===== config.mk =====
export PLATFORM = sky130hd
export DESIGN_NAME = jpeg_header_marker_parser
export DESIGN_NICKNAME = d
export VERILOG_FILES = /design/src/hdl/jhmp_pkg.sv /design/src/hdl/jpeg_header_marker_parser.sv
export VERILOG_INCLUDE_DIRS = /design/src /design/src/hdl
export SDC_FILE = /design/constraint.sdc
export NUM_CORES = 1
export LEC_CHECK = 0
export BUFFER_PORTS_ARGS = -buffer_cell sky130_fd_sc_hd__buf_2
export CORE_MARGIN = 3
export CORE_UTILIZATION = 30
export DETAILED_ROUTE_END_ITERATION = 16
export GPL_ROUTABILITY_DRIVEN = 1
export PLACE_DENSITY_LB_ADDON = 0.1
export SYNTH_ARGS = -nofsm -noshare
export SYNTH_HDL_FRONTEND = slang
export SYNTH_SLANG_ARGS = --single-unit

===== constraint.sdc =====
create_clock -name clk -period 8.3 [get_ports clk]
set_clock_uncertainty 0.2 [all_clocks]
set_input_delay 0.83 -clock clk [delete_from_list [all_inputs] [get_ports clk]]
set_output_delay 0.83 -clock clk [all_outputs]
set_load 0.1 [all_outputs]

===== src/hdl/jpeg_header_marker_parser_macros.svh =====
// ----------------------------------------------------------------------------
// jpeg header marker parser assertion macros
// shared concurrent assertion forms, clocked on clk, disabled in reset
// ----------------------------------------------------------------------------
`ifndef JPEG_HEADER_MARKER_PARSER_MACROS_SVH
`define JPEG_HEADER_MARKER_PARSER_MACROS_SVH

// same-cycle implication
`define JHMP_ASSERT_IMPL(label, ante, cons) \
    label: assert property (@(posedge clk) disable iff (!rst_n) (ante) |-> (cons)) \
        else $error("jhmp assertion failed");

// next-cycle implication
`define JHMP_ASSERT_NEXT(label, ante, cons) \
    label: assert property (@(posedge clk) disable iff (!rst_n) (ante) |=> (cons)) \
        else $error("jhmp assertion failed");

`endif


===== src/hdl/jhmp_pkg.sv =====
// ----------------------------------------------------------------------------
// jhmp_pkg
// types and constants of the jpeg header marker parser
// ----------------------------------------------------------------------------
`default_nettype none

package jhmp_pkg;

    typedef enum logic [3:0] {
        PH_SOI_HI,
        PH_SOI_LO,
        PH_HUNT,
        PH_MARKER,
        PH_SOF_LHI,
        PH_SOF_LLO,
        PH_SOF_PREC,
        PH_SOF_HHI,
        PH_SOF_HLO,
        PH_SOF_WHI,
        PH_SOF_WLO,
        PH_SOF_NC,
        PH_SOF_COMP,
        PH_SEG_LHI,
        PH_SEG_LLO,
        PH_SEG_SKIP
    } phase_t;

    typedef enum logic [2:0] {
        ST_OK        = 3'd0,
        ST_NOT_JPEG  = 3'd1,
        ST_EARLY_END = 3'd2,
        ST_BAD_SOF   = 3'd3,
        ST_BAD_LEN   = 3'd4
    } status_t;

    localparam logic [15:0] SOI_WORD      = 16'hFFD8;
    localparam logic [7:0]  MARKER_PREFIX = 8'hFF;
    localparam logic [7:0]  SOF_MASK      = 8'hF0;
    localparam logic [7:0]  SOF_BASE      = 8'hC0;
    localparam logic [7:0]  CODE_DHT      = 8'hC4;
    localparam logic [7:0]  CODE_DAC      = 8'hCC;
    localparam logic [7:0]  CODE_SOS      = 8'hDA;
    localparam logic [7:0]  CODE_EOI      = 8'hD9;
    localparam logic [15:0] MIN_LENGTH    = 16'd2;
    localparam logic [10:0] SOF_FIXED_LEN = 11'd8;
    localparam logic [15:0] COMP_BYTES    = 16'd3;

endpackage

`default_nettype wire


===== src/hdl/jpeg_header_marker_parser.sv =====
// ----------------------------------------------------------------------------
// jpeg_header_marker_parser
// byte-serial jpeg marker walker reporting status and frame size at sos, on error or at eoi
// ----------------------------------------------------------------------------
// usage
//   input stream s_axis: one file byte per transaction, tuser carries the
//   end-of-stream and new-file flags. new_file restarts the parser on that
//   same transaction, which is then the first byte (or the end) of a file.
//   output stream m_axis: at most one result per file, carrying status,
//   width and height, issued when sos or eoi is reached or on the first error.
// throughput and output timing
//   one byte per cycle while the output register is free or being emptied;
//   the marker state machine is combinational and a result appears on
//   m_axis in the cycle after the byte that caused it.
// reset
//   rst_n clears the parser to wait for the soi word and empties the output
//   register; a stream may start without new_file.
// stalls
//   the output register parts the two sides: while it holds a result that
//   the receiver has not taken, s_axis_tready drops; otherwise input flows
//   on even while the result is being taken in the same cycle.
// ----------------------------------------------------------------------------
`default_nettype none

`include "jpeg_header_marker_parser_macros.svh"

module jpeg_header_marker_parser
    import jhmp_pkg::*;
(
    input  wire logic        clk,
    input  wire logic        rst_n,

    input  wire logic        s_axis_tvalid,
    output logic             s_axis_tready,
    input  wire logic [7:0]  s_axis_tdata,   // [7:0] data_byte
    input  wire logic [1:0]  s_axis_tuser,   // [0] end_of_stream, [1] new_file

    output logic             m_axis_tvalid,
    input  wire logic        m_axis_tready,
    output logic [39:0]      m_axis_tdata    // [2:0] status, [18:3] image_width,
                                             // [34:19] image_height, [39:35] zero
);

    // parser state
    phase_t      phase_reg,           phase_next;
    logic [7:0]  high_byte_hold_reg,  high_byte_hold_next;
    logic [15:0] segment_length_reg,  segment_length_next;
    logic [15:0] bytes_left_reg,      bytes_left_next;
    logic [15:0] height_reg,          height_next;
    logic [15:0] width_reg,           width_next;
    logic [7:0]  components_left_reg, components_left_next;
    logic        finished_reg,        finished_next;

    // output register
    logic        out_valid_reg;
    status_t     out_status_reg;
    logic [15:0] out_width_reg;
    logic [15:0] out_height_reg;

    // current view of the state after an optional restart
    phase_t      cur_phase;
    logic [7:0]  cur_hold;
    logic [15:0] cur_seg_len;
    logic [15:0] cur_bytes_left;
    logic [15:0] cur_height;
    logic [15:0] cur_width;
    logic [7:0]  cur_comps;
    logic        cur_finished;

    logic        in_fire;
    logic [7:0]  data_byte;
    logic        end_of_stream;
    logic        new_file;
    logic [15:0] word;
    logic [10:0] sof_expected_len;
    logic [15:0] bytes_dec;
    logic [7:0]  comps_dec;
    logic        result_valid;
    status_t     result_status;

    assign data_byte     = s_axis_tdata;
    assign end_of_stream = s_axis_tuser[0];
    assign new_file      = s_axis_tuser[1];

    // take a byte whenever the output register is free or being emptied
    assign s_axis_tready = !out_valid_reg || m_axis_tready;
    assign in_fire       = s_axis_tvalid && s_axis_tready;

    // new_file acts before the byte is parsed
    always_comb
    begin
        if (new_file)
        begin
            cur_phase      = PH_SOI_HI;
            cur_hold       = 8'd0;
            cur_seg_len    = 16'd0;
            cur_bytes_left = 16'd0;
            cur_height     = 16'd0;
            cur_width      = 16'd0;
            cur_comps      = 8'd0;
            cur_finished   = 1'b0;
        end
        else
        begin
            cur_phase      = phase_reg;
            cur_hold       = high_byte_hold_reg;
            cur_seg_len    = segment_length_reg;
            cur_bytes_left = bytes_left_reg;
            cur_height     = height_reg;
            cur_width      = width_reg;
            cur_comps      = components_left_reg;
            cur_finished   = finished_reg;
        end
    end

    assign word             = {cur_hold, data_byte};
    assign sof_expected_len = SOF_FIXED_LEN + 11'(data_byte) * 11'd3;
    assign bytes_dec        = cur_bytes_left - 16'd1;
    assign comps_dec        = cur_comps - 8'd1;

    // marker state machine: next state and result
    always_comb
    begin
        phase_next           = cur_phase;
        high_byte_hold_next  = cur_hold;
        segment_length_next  = cur_seg_len;
        bytes_left_next      = cur_bytes_left;
        height_next          = cur_height;
        width_next           = cur_width;
        components_left_next = cur_comps;
        finished_next        = cur_finished;
        result_valid         = 1'b0;
        result_status        = ST_OK;

        if (cur_finished)
        begin
            // hold everything until the next file
        end
        else if (end_of_stream)
        begin
            result_valid = 1'b1;
            if (cur_phase == PH_SOI_HI || cur_phase == PH_SOI_LO)
                result_status = ST_NOT_JPEG;
            else
                result_status = ST_EARLY_END;
        end
        else
        begin
            case (cur_phase)
                PH_SOI_HI:
                begin
                    high_byte_hold_next = data_byte;
                    phase_next          = PH_SOI_LO;
                end
                PH_SOI_LO:
                begin
                    if (word != SOI_WORD)
                    begin
                        result_valid  = 1'b1;
                        result_status = ST_NOT_JPEG;
                    end
                    else
                        phase_next = PH_HUNT;
                end
                PH_HUNT:
                begin
                    if (data_byte == MARKER_PREFIX)
                        phase_next = PH_MARKER;
                end
                PH_MARKER:
                begin
                    if (data_byte == MARKER_PREFIX)
                    begin
                        // fill byte, stay
                    end
                    else if ((data_byte & SOF_MASK) == SOF_BASE
                             && data_byte != CODE_DHT && data_byte != CODE_DAC)
                        phase_next = PH_SOF_LHI;
                    else if (data_byte == CODE_SOS || data_byte == CODE_EOI)
                    begin
                        result_valid  = 1'b1;
                        result_status = ST_OK;
                    end
                    else
                        phase_next = PH_SEG_LHI;
                end
                PH_SOF_LHI:
                begin
                    high_byte_hold_next = data_byte;
                    phase_next          = PH_SOF_LLO;
                end
                PH_SOF_LLO:
                begin
                    segment_length_next = word;
                    if (word < MIN_LENGTH)
                    begin
                        result_valid  = 1'b1;
                        result_status = ST_BAD_LEN;
                    end
                    else
                        phase_next = PH_SOF_PREC;
                end
                PH_SOF_PREC:
                begin
                    phase_next = PH_SOF_HHI;
                end
                PH_SOF_HHI:
                begin
                    high_byte_hold_next = data_byte;
                    phase_next          = PH_SOF_HLO;
                end
                PH_SOF_HLO:
                begin
                    height_next = word;
                    phase_next  = PH_SOF_WHI;
                end
                PH_SOF_WHI:
                begin
                    high_byte_hold_next = data_byte;
                    phase_next          = PH_SOF_WLO;
                end
                PH_SOF_WLO:
                begin
                    width_next = word;
                    phase_next = PH_SOF_NC;
                end
                PH_SOF_NC:
                begin
                    if (cur_seg_len != {5'd0, sof_expected_len})
                    begin
                        result_valid  = 1'b1;
                        result_status = ST_BAD_SOF;
                    end
                    else
                    begin
                        components_left_next = data_byte;
                        bytes_left_next      = COMP_BYTES;
                        phase_next = (data_byte == 8'd0) ? PH_HUNT : PH_SOF_COMP;
                    end
                end
                PH_SOF_COMP:
                begin
                    if (bytes_dec == 16'd0)
                    begin
                        components_left_next = comps_dec;
                        if (comps_dec == 8'd0)
                        begin
                            bytes_left_next = 16'd0;
                            phase_next      = PH_HUNT;
                        end
                        else
                            bytes_left_next = COMP_BYTES;
                    end
                    else
                        bytes_left_next = bytes_dec;
                end
                PH_SEG_LHI:
                begin
                    high_byte_hold_next = data_byte;
                    phase_next          = PH_SEG_LLO;
                end
                PH_SEG_LLO:
                begin
                    segment_length_next = word;
                    if (word < MIN_LENGTH)
                    begin
                        result_valid  = 1'b1;
                        result_status = ST_BAD_LEN;
                    end
                    else
                    begin
                        bytes_left_next = word - MIN_LENGTH;
                        phase_next = (word == MIN_LENGTH) ? PH_HUNT : PH_SEG_SKIP;
                    end
                end
                PH_SEG_SKIP:
                begin
                    bytes_left_next = bytes_dec;
                    if (bytes_dec == 16'd0)
                        phase_next = PH_HUNT;
                end
                default:
                begin
                    phase_next = PH_SOI_HI;
                end
            endcase
        end

        if (result_valid)
            finished_next = 1'b1;
    end

    // state register
    always_ff @(posedge clk or negedge rst_n)
    begin
        if (!rst_n)
        begin
            phase_reg           <= PH_SOI_HI;
            high_byte_hold_reg  <= 8'd0;
            segment_length_reg  <= 16'd0;
            bytes_left_reg      <= 16'd0;
            height_reg          <= 16'd0;
            width_reg           <= 16'd0;
            components_left_reg <= 8'd0;
            finished_reg        <= 1'b0;
        end
        else if (in_fire)
        begin
            phase_reg           <= phase_next;
            high_byte_hold_reg  <= high_byte_hold_next;
            segment_length_reg  <= segment_length_next;
            bytes_left_reg      <= bytes_left_next;
            height_reg          <= height_next;
            width_reg           <= width_next;
            components_left_reg <= components_left_next;
            finished_reg        <= finished_next;
        end
    end

    // output register valid
    always_ff @(posedge clk or negedge rst_n)
    begin
        if (!rst_n)
            out_valid_reg <= 1'b0;
        else if (in_fire && result_valid)
            out_valid_reg <= 1'b1;
        else if (m_axis_tready)
            out_valid_reg <= 1'b0;
    end

    // output payload, no reset needed
    always_ff @(posedge clk)
    begin
        if (in_fire && result_valid)
        begin
            out_status_reg <= result_status;
            out_width_reg  <= cur_width;
            out_height_reg <= cur_height;
        end
    end

    assign m_axis_tvalid = out_valid_reg;
    assign m_axis_tdata  = {5'd0, out_height_reg, out_width_reg, out_status_reg};

    // input only stalls behind a result the receiver is refusing
    `JHMP_ASSERT_IMPL(a_stall_cause, !s_axis_tready, m_axis_tvalid && !m_axis_tready)
    // a result marks the file finished and lands in the output register
    `JHMP_ASSERT_NEXT(a_result_loaded, in_fire && result_valid,
                      finished_reg && m_axis_tvalid)
    // component skipping always has work left and a byte count of one to three
    `JHMP_ASSERT_IMPL(a_comp_counts, phase_reg == PH_SOF_COMP,
                      components_left_reg != 8'd0 && bytes_left_reg != 16'd0
                      && bytes_left_reg <= COMP_BYTES)
    // once finished, bytes of the same file leave the parser untouched
    `JHMP_ASSERT_NEXT(a_finished_hold, in_fire && finished_reg && !new_file,
                      $stable(phase_reg) && $stable(width_reg) && $stable(height_reg))

endmodule

`default_nettype wire


==> flow_metrics.py, run 1 <==
metrics = {
    "placement": {
        "place.gp.congestion": 0.852,
        "dp_hpwl_um": 17500,
        "portBuffers": 50,
        "dpl.cell_count": 1189,
    },
    "timing": {
        "rsz0062_at_grt": "false",
        "worst_pin_slew_ns": 1.08,
        "finalHoldViolCount": 0,
        "slew_headroom_pct": 28.1,
        "fmax_ghz": 0.209,
        "fin_crit_ns": 4.78,
        "fin_crit_sh_pct": 57.6,
        "final_max_slew_viol_count": 0,
        "hold_slack_ns": 0.238,
        "setup_tns_ns": 0,
        "setup_viol": 0,
    },
    "logic_synthesis": {
        "syn_area_um2": 7830,
        "synth_seq_cells": 121,
        "ys_types": 85,
        "synth-main-ff-cell": "dfrtp_1",
        "synthCells": 864,
        "ys_seq_area_share_pct": 40.9,
        "ys_warn_count": 0,
        "avgSynthCellArea_um2": 9.06,
        "async_reset_ff_share_pct": 71.1,
        "synth_edf_count": 35,
    },
    "die": {
        "num_rows": 58,
        "die_w_um": 168,
        "die_y_um": 168,
        "core_area_um2": 25400,
        "die_area_um2": 28100,
        "initial_utilization_pct": 30.8,
        "floorplan.io_pins": 56,
    },
    "pwr": {
        "p_per_area_nw_per_um2": 199,
        "p_leak_uw": 0.00364,
        "peakVddDrop_v": 0.0000907,
    },
    "global_route": {
        "grt_pass1_wl_um": 40000,
        "grtUsageTotal_pct": 18.1,
        "antenna_found_initial": 0,
        "grt_overflow": 0,
        "grt_max_degree": 64,
        "grt_pass1_vias": 6503,
    },
    "worst_setup_path": {
        "worstSetupEndpoint": "out_height_reg[6]",
        "worst_r2r_startpoint": "segment_length_reg[11]",
        "end_kind": "flip-flop",
        "crit_path_max_fanout": 35,
        "arrival_ns": 4.65,
        "r2r_cells": 9,
        "r2r_end": "out_height_reg[6]",
        "cp-startpoint": "s_axis_tdata[1]",
        "start_kind": "input pin",
        "cp.required_ns": 8.17,
        "critPathKind": "input pin to flip-flop",
        "r2r_slack_ns": 4.68,
    },
    "clocking": {
        "h-tree-depth": 4,
        "postCtsSetupBuffers": 0,
        "hold_buffers": 0,
        "cts_resized": 0,
        "cts-root-buf": "clkbuf_16",
        "cts_tree": "done",
        "clk_pin_slew_worst_paths_ns": 0.06,
        "numCtsBuffers": 17,
        "clkSinkCount": 121,
        "clk_latency_ns": 0.42,
        "cts_buffer_depth": 2,
    },
    "drt": {
        "viasPerCell": 5.54,
        "wl_per_cell_um": 21.1,
        "firstDrtPassIters": 5,
        "totalWireLength_um": 25800,
        "ant_nets": 0,
        "drc": 0,
        "num_vias": 6763,
        "drt_iter0_markers": 428,
    },
    "layout": {
        "fin_nets": 924,
        "multi_input_area_um2": 4250,
        "final_cells": 1221,
        "fillers": 2645,
        "ff_latch_area_um2": 3200,
        "area_growth_pct": 13.1,
        "final_cell_mix": "nand2_1 (88), dfrtp_1 (86), nor2_1 (55), o21ai_0 (53), buf_2 (48)",
        "utilization_pct": 34.9,
        "antenna_cells": 0,
        "drive_gt1_share_pct": 12.7,
        "final_common_cell": "nand2_1",
    },
    "run": {
        "drv_cap": 0,
    },
    "outcome": {
        "status": "finished clean",
    },
    "worst_hold_path": {
        "min_path_type": "input pin to asynchronous set/reset pin",
    },
}
area by class of cell:
cell class,count,share of cell area [%]
clock buffers,17,4.80
flip-flops and latches,121,36.2
multi-input cells,652,47.9
well taps,330,4.66
inverters,26,1.10
repair buffers,60,3.73
clock inverters,15,1.61
layer usage:
metal / GRT usage, % / up-vias / wire length (um)
met5: 0 / - / 0
li1: - / 3229 / -
met4: 5.37 / 0 / 448
met3: 2.86 / 24 / 959
met2: 28.7 / 155 / 11800
met1: 25.6 / 3355 / 12600
Yosys cell counts, types with 24 or more instances:
library cell	count	area, um2
a22oi_1	29	218
inv_1	25	93.8
dfrtp_1	86	2150
o21ai_0	53	265
a21oi_1	41	205
ha_1	31	388
nor2_1	56	210
nor2b_1	46	288
edfxtp_1	35	1050
a22o_1	37	324
nand2_1	88	330
clkbuf_1	51	191
nor3_1	24	120
through the flow:
step | power, uW | worst slack [ns] | cell area (um2)
after global placement | 1040 | 3.20 | 8290
after CTS | 1780 | 3.55 | 8860
after floorplan | 945 | 2.92 | 7850
final | 1760 | 3.52 | 8860
after global routing | 1830 | 3.29 | 8860
after detailed placement | 1040 | 3.12 | 8290
power by group:
part / total [uW] / internal, uW / switching (uW)
Combinational: 343 / 93.1 / 250
Sequential: 684 / 638 / 46.1
Clock: 732 / 418 / 313
Total: 1760 / 1150 / 610
worst min path at each step:
stage,start,endpoint,slack (ns)
4_1_cts,rst_n,width_reg[10],0.25
3_5_place_dp,segment_length_reg[7],segment_length_reg[7],0.27
6_report,rst_n,width_reg[10],0.24
2_1_floorplan,width_reg[0],width_reg[0],0.26
5_1_grt,rst_n,width_reg[10],0.26
3_3_place_gp,segment_length_reg[7],segment_length_reg[7],0.28
worst max-delay path, cell delays in order:
cell and delay (ns):
buf_2 0.24, inv_1 0.13, ha_1 0.33, ha_1 0.23, fa_1 0.56, nor4bb_1 0.23, a31oi_1 0.07, o32ai_1 0.15
nand4_1 0.19, nor4_4 0.48, a21oi_1 0.12, buf_4 0.24, nor4_2 0.50, nor2_4 0.31
cell families (layout without fill, tap and decap cells):
logic type,after synthesis,after routing,share of synthesized area (%)
other,1,5,0.0479
buffers and inverters,95,118,5.18
XOR/XNOR,19,19,2.12
AO/OA/AOI/OAI,275,275,24.5
multiplexers,4,4,0.511
flip-flops,121,121,40.9
AND/OR/NAND/NOR,317,317,21.5
adder cells (fa/ha/maj),32,32,5.21
Power figures use the tool's default switching activity.
==> run 2: changes to the inputs <==
==> constraint.sdc (replaced) <==
create_clock -name clk -period 4.1 [get_ports clk]
set_clock_uncertainty 0.2 [all_clocks]
set_input_delay 0.41 -clock clk [delete_from_list [all_inputs] [get_ports clk]]
set_output_delay 0.41 -clock clk [all_outputs]
set_load 0.1 [all_outputs]
==> flow_metrics.py, run 2 (synthesized netlist as in run 1, its figures left out) <==
metrics = {
    "pwr": {
        "p_per_area_nw_per_um2": 400,
        "p_leak_uw": 0.00391,
        "total_power_uw": 3720,
        "clkPwrFrac_pct": 42.4,
        "intPower_uw": 2450,
        "switching_share_pct": 34.3,
        "power_frac_seq_pct": 36.1,
        "peakVddDrop_v": 0.000249,
        "p_sw_uw": 1280,
        "power_frac_comb_pct": 21.5,
    },
    "die": {
        "floorplan.io_pins": 56,
        "num_rows": 58,
        "die_w_um": 168,
        "initial_utilization_pct": 30.8,
        "die_y_um": 168,
        "core_area_um2": 25400,
        "die_area_um2": 28100,
    },
    "layout": {
        "fin_nets": 976,
        "fillers": 2589,
        "final_cell_mix": "nand2_1 (88), dfrtp_1 (86), buf_4 (62), nor2_1 (55), o21ai_0 (53)",
        "utilization_pct": 36.7,
        "area_growth_pct": 18.9,
        "final_common_cell": "nand2_1",
        "drive_gt1_share_pct": 17.6,
        "antenna_cells": 0,
    },
    "placement": {
        "portBuffers": 50,
        "dp_hpwl_um": 18500,
        "place.gp.congestion": 0.861,
    },
    "timing": {
        "worst_pin_slew_ns": 1.03,
        "setup_viol": 0,
        "slew_headroom_pct": 31.4,
        "fin_crit_sh_pct": 91.5,
        "fmax_ghz": 0.267,
        "final_max_slew_viol_count": 0,
        "rsz0062_at_grt": "false",
        "fin_crit_ns": 3.75,
        "finalHoldViolCount": 0,
    },
    "worst_setup_path": {
        "critPathKind": "input pin to flip-flop",
        "crit_chain": "buf_2, inv_1, ha_1, ha_1, fa_1, nor4bb_1, a31oi_1, o32ai_1, nand4_1, nor4_4, a21oi_1, buf_4, buf_4, or2_0, a211o_1",
        "cp_slowest_cell": "fa_1",
        "end_kind": "flip-flop",
        "arrival_ns": 3.86,
        "crit_path_max_fanout": 19,
        "start_kind": "input pin",
        "cp.required_ns": 4.21,
        "cp_slowest_stage_delay_ns": 0.54,
    },
    "drt": {
        "viasPerCell": 5.54,
        "ant_nets": 0,
        "num_vias": 7048,
        "wl_per_cell_um": 20.7,
        "drc": 0,
        "firstDrtPassIters": 6,
        "drt_iter0_markers": 622,
        "totalWireLength_um": 26400,
    },
    "global_route": {
        "grt_pass1_wl_um": 41800,
        "grt_overflow": 0,
        "grt_max_degree": 72,
        "grtUsageTotal_pct": 18.9,
        "grt_pass1_vias": 6839,
        "antenna_found_initial": 0,
    },
    "clocking": {
        "clk_latency_ns": 0.42,
        "cts_tree": "done",
        "h-tree-depth": 4,
        "cts_resized": 0,
        "cts-root-buf": "clkbuf_16",
        "numCtsBuffers": 17,
        "cts_buffer_depth": 2,
        "clkSinkCount": 121,
        "clk_pin_slew_worst_paths_ns": 0.06,
    },
    "run": {
        "drv_cap": 0,
    },
    "outcome": {
        "status": "finished clean",
    },
    "worst_hold_path": {
        "min_path_type": "input pin to flip-flop",
    },
}
[run 2: cell count changes in the layout (fill, tap and decap cells not counted), sizes merged]
cell / change
buf: +51
bufinv: +1
clkinv: -3
dlygate4sd3: +1
inv: +2
[run 2: cell type report]
| class | count | area, um2 | share of cell area, % |
|---|---|---|---|
| timing repair buffer | 112 | 736 | 7.90 |
| inverter | 26 | 97.6 | 1.05 |
| clock buffer | 17 | 425 | 4.57 |
| clock inverter | 15 | 181 | 1.95 |
| tap | 330 | 413 | 4.43 |
| multi-input combinational | 652 | 4250 | 45.7 |
| sequential | 121 | 3200 | 34.4 |
[run 2: worst paths after layout]
path	start	end	slack (ns)	cells after the start
worst min register to register	width_reg[2]	width_reg[2]	0.29	1
worst min-delay path	s_axis_tdata[4]	segment_length_reg[4]	0.13	2
worst max-delay path	s_axis_tdata[2]	bytes_left_reg[3]	0.35	15
max in group asynchronous	rst_n	height_reg[7]	2.36	3
worst max register to register	bytes_left_reg[5]	phase_reg[3]	0.87	7
min in group asynchronous	rst_n	width_reg[10]	0.49	2
[run 2: metal layers]
metal,share of wire [%],global-route usage (%),up-vias,wire length [um]
li1,-,-,3345,-
met2,48,30.6,206,12600
met3,5.0,2.90,26,1310
met5,0,0,-,0
met4,1.8,6.01,0,474
met1,45,26.2,3471,12000
[run 2: critical path: cells and delay by family]
family	cells	cell delay (ns)
buf+inv	4	0.59
simple gates	4	1.10
fa+ha+maj	3	1.03
compound gates	4	0.71
[run 2: stage by stage]
| stage | area, um2 | setup slack [ns] | TNS (ns) | cells | hold slack (ns) |
|---|---|---|---|---|---|
| 2_1_floorplan | 7860 | 0.0400 | 0 | 868 | -0.0856 |
| 3_3_place_gp | 8690 | 0.00665 | 0 | 1240 | 0.275 |
| 3_5_place_dp | 8690 | -0.0578 | -0.484 | 1240 | 0.276 |
| 4_1_cts | 9310 | 0.377 | 0 | 1273 | 0.129 |
| 5_1_grt | 9310 | 0.0909 | 0 | 1273 | 0.138 |
| 6_report | 9310 | 0.349 | 0 | 1273 | 0.129 |
[run 2: repair_timing]
item                      4_1_cts  5_1_grt
hold endpoints to repair       13        0
hold buffers                    1        0
setup buffers                   0        0
[run 2: power by group through the flow]
| stage | sequential [uW] | clock [uW] | combinational (uW) |
|---|---|---|---|
| 5_1_grt | 1350 | 1670 | 867 |
| 3_3_place_gp | 1370 | 0 | 806 |
| 3_5_place_dp | 1370 | 0 | 802 |
| 6_report | 1340 | 1580 | 802 |
| 2_1_floorplan | 1490 | 0 | 428 |
| 4_1_cts | 1340 | 1610 | 807 |
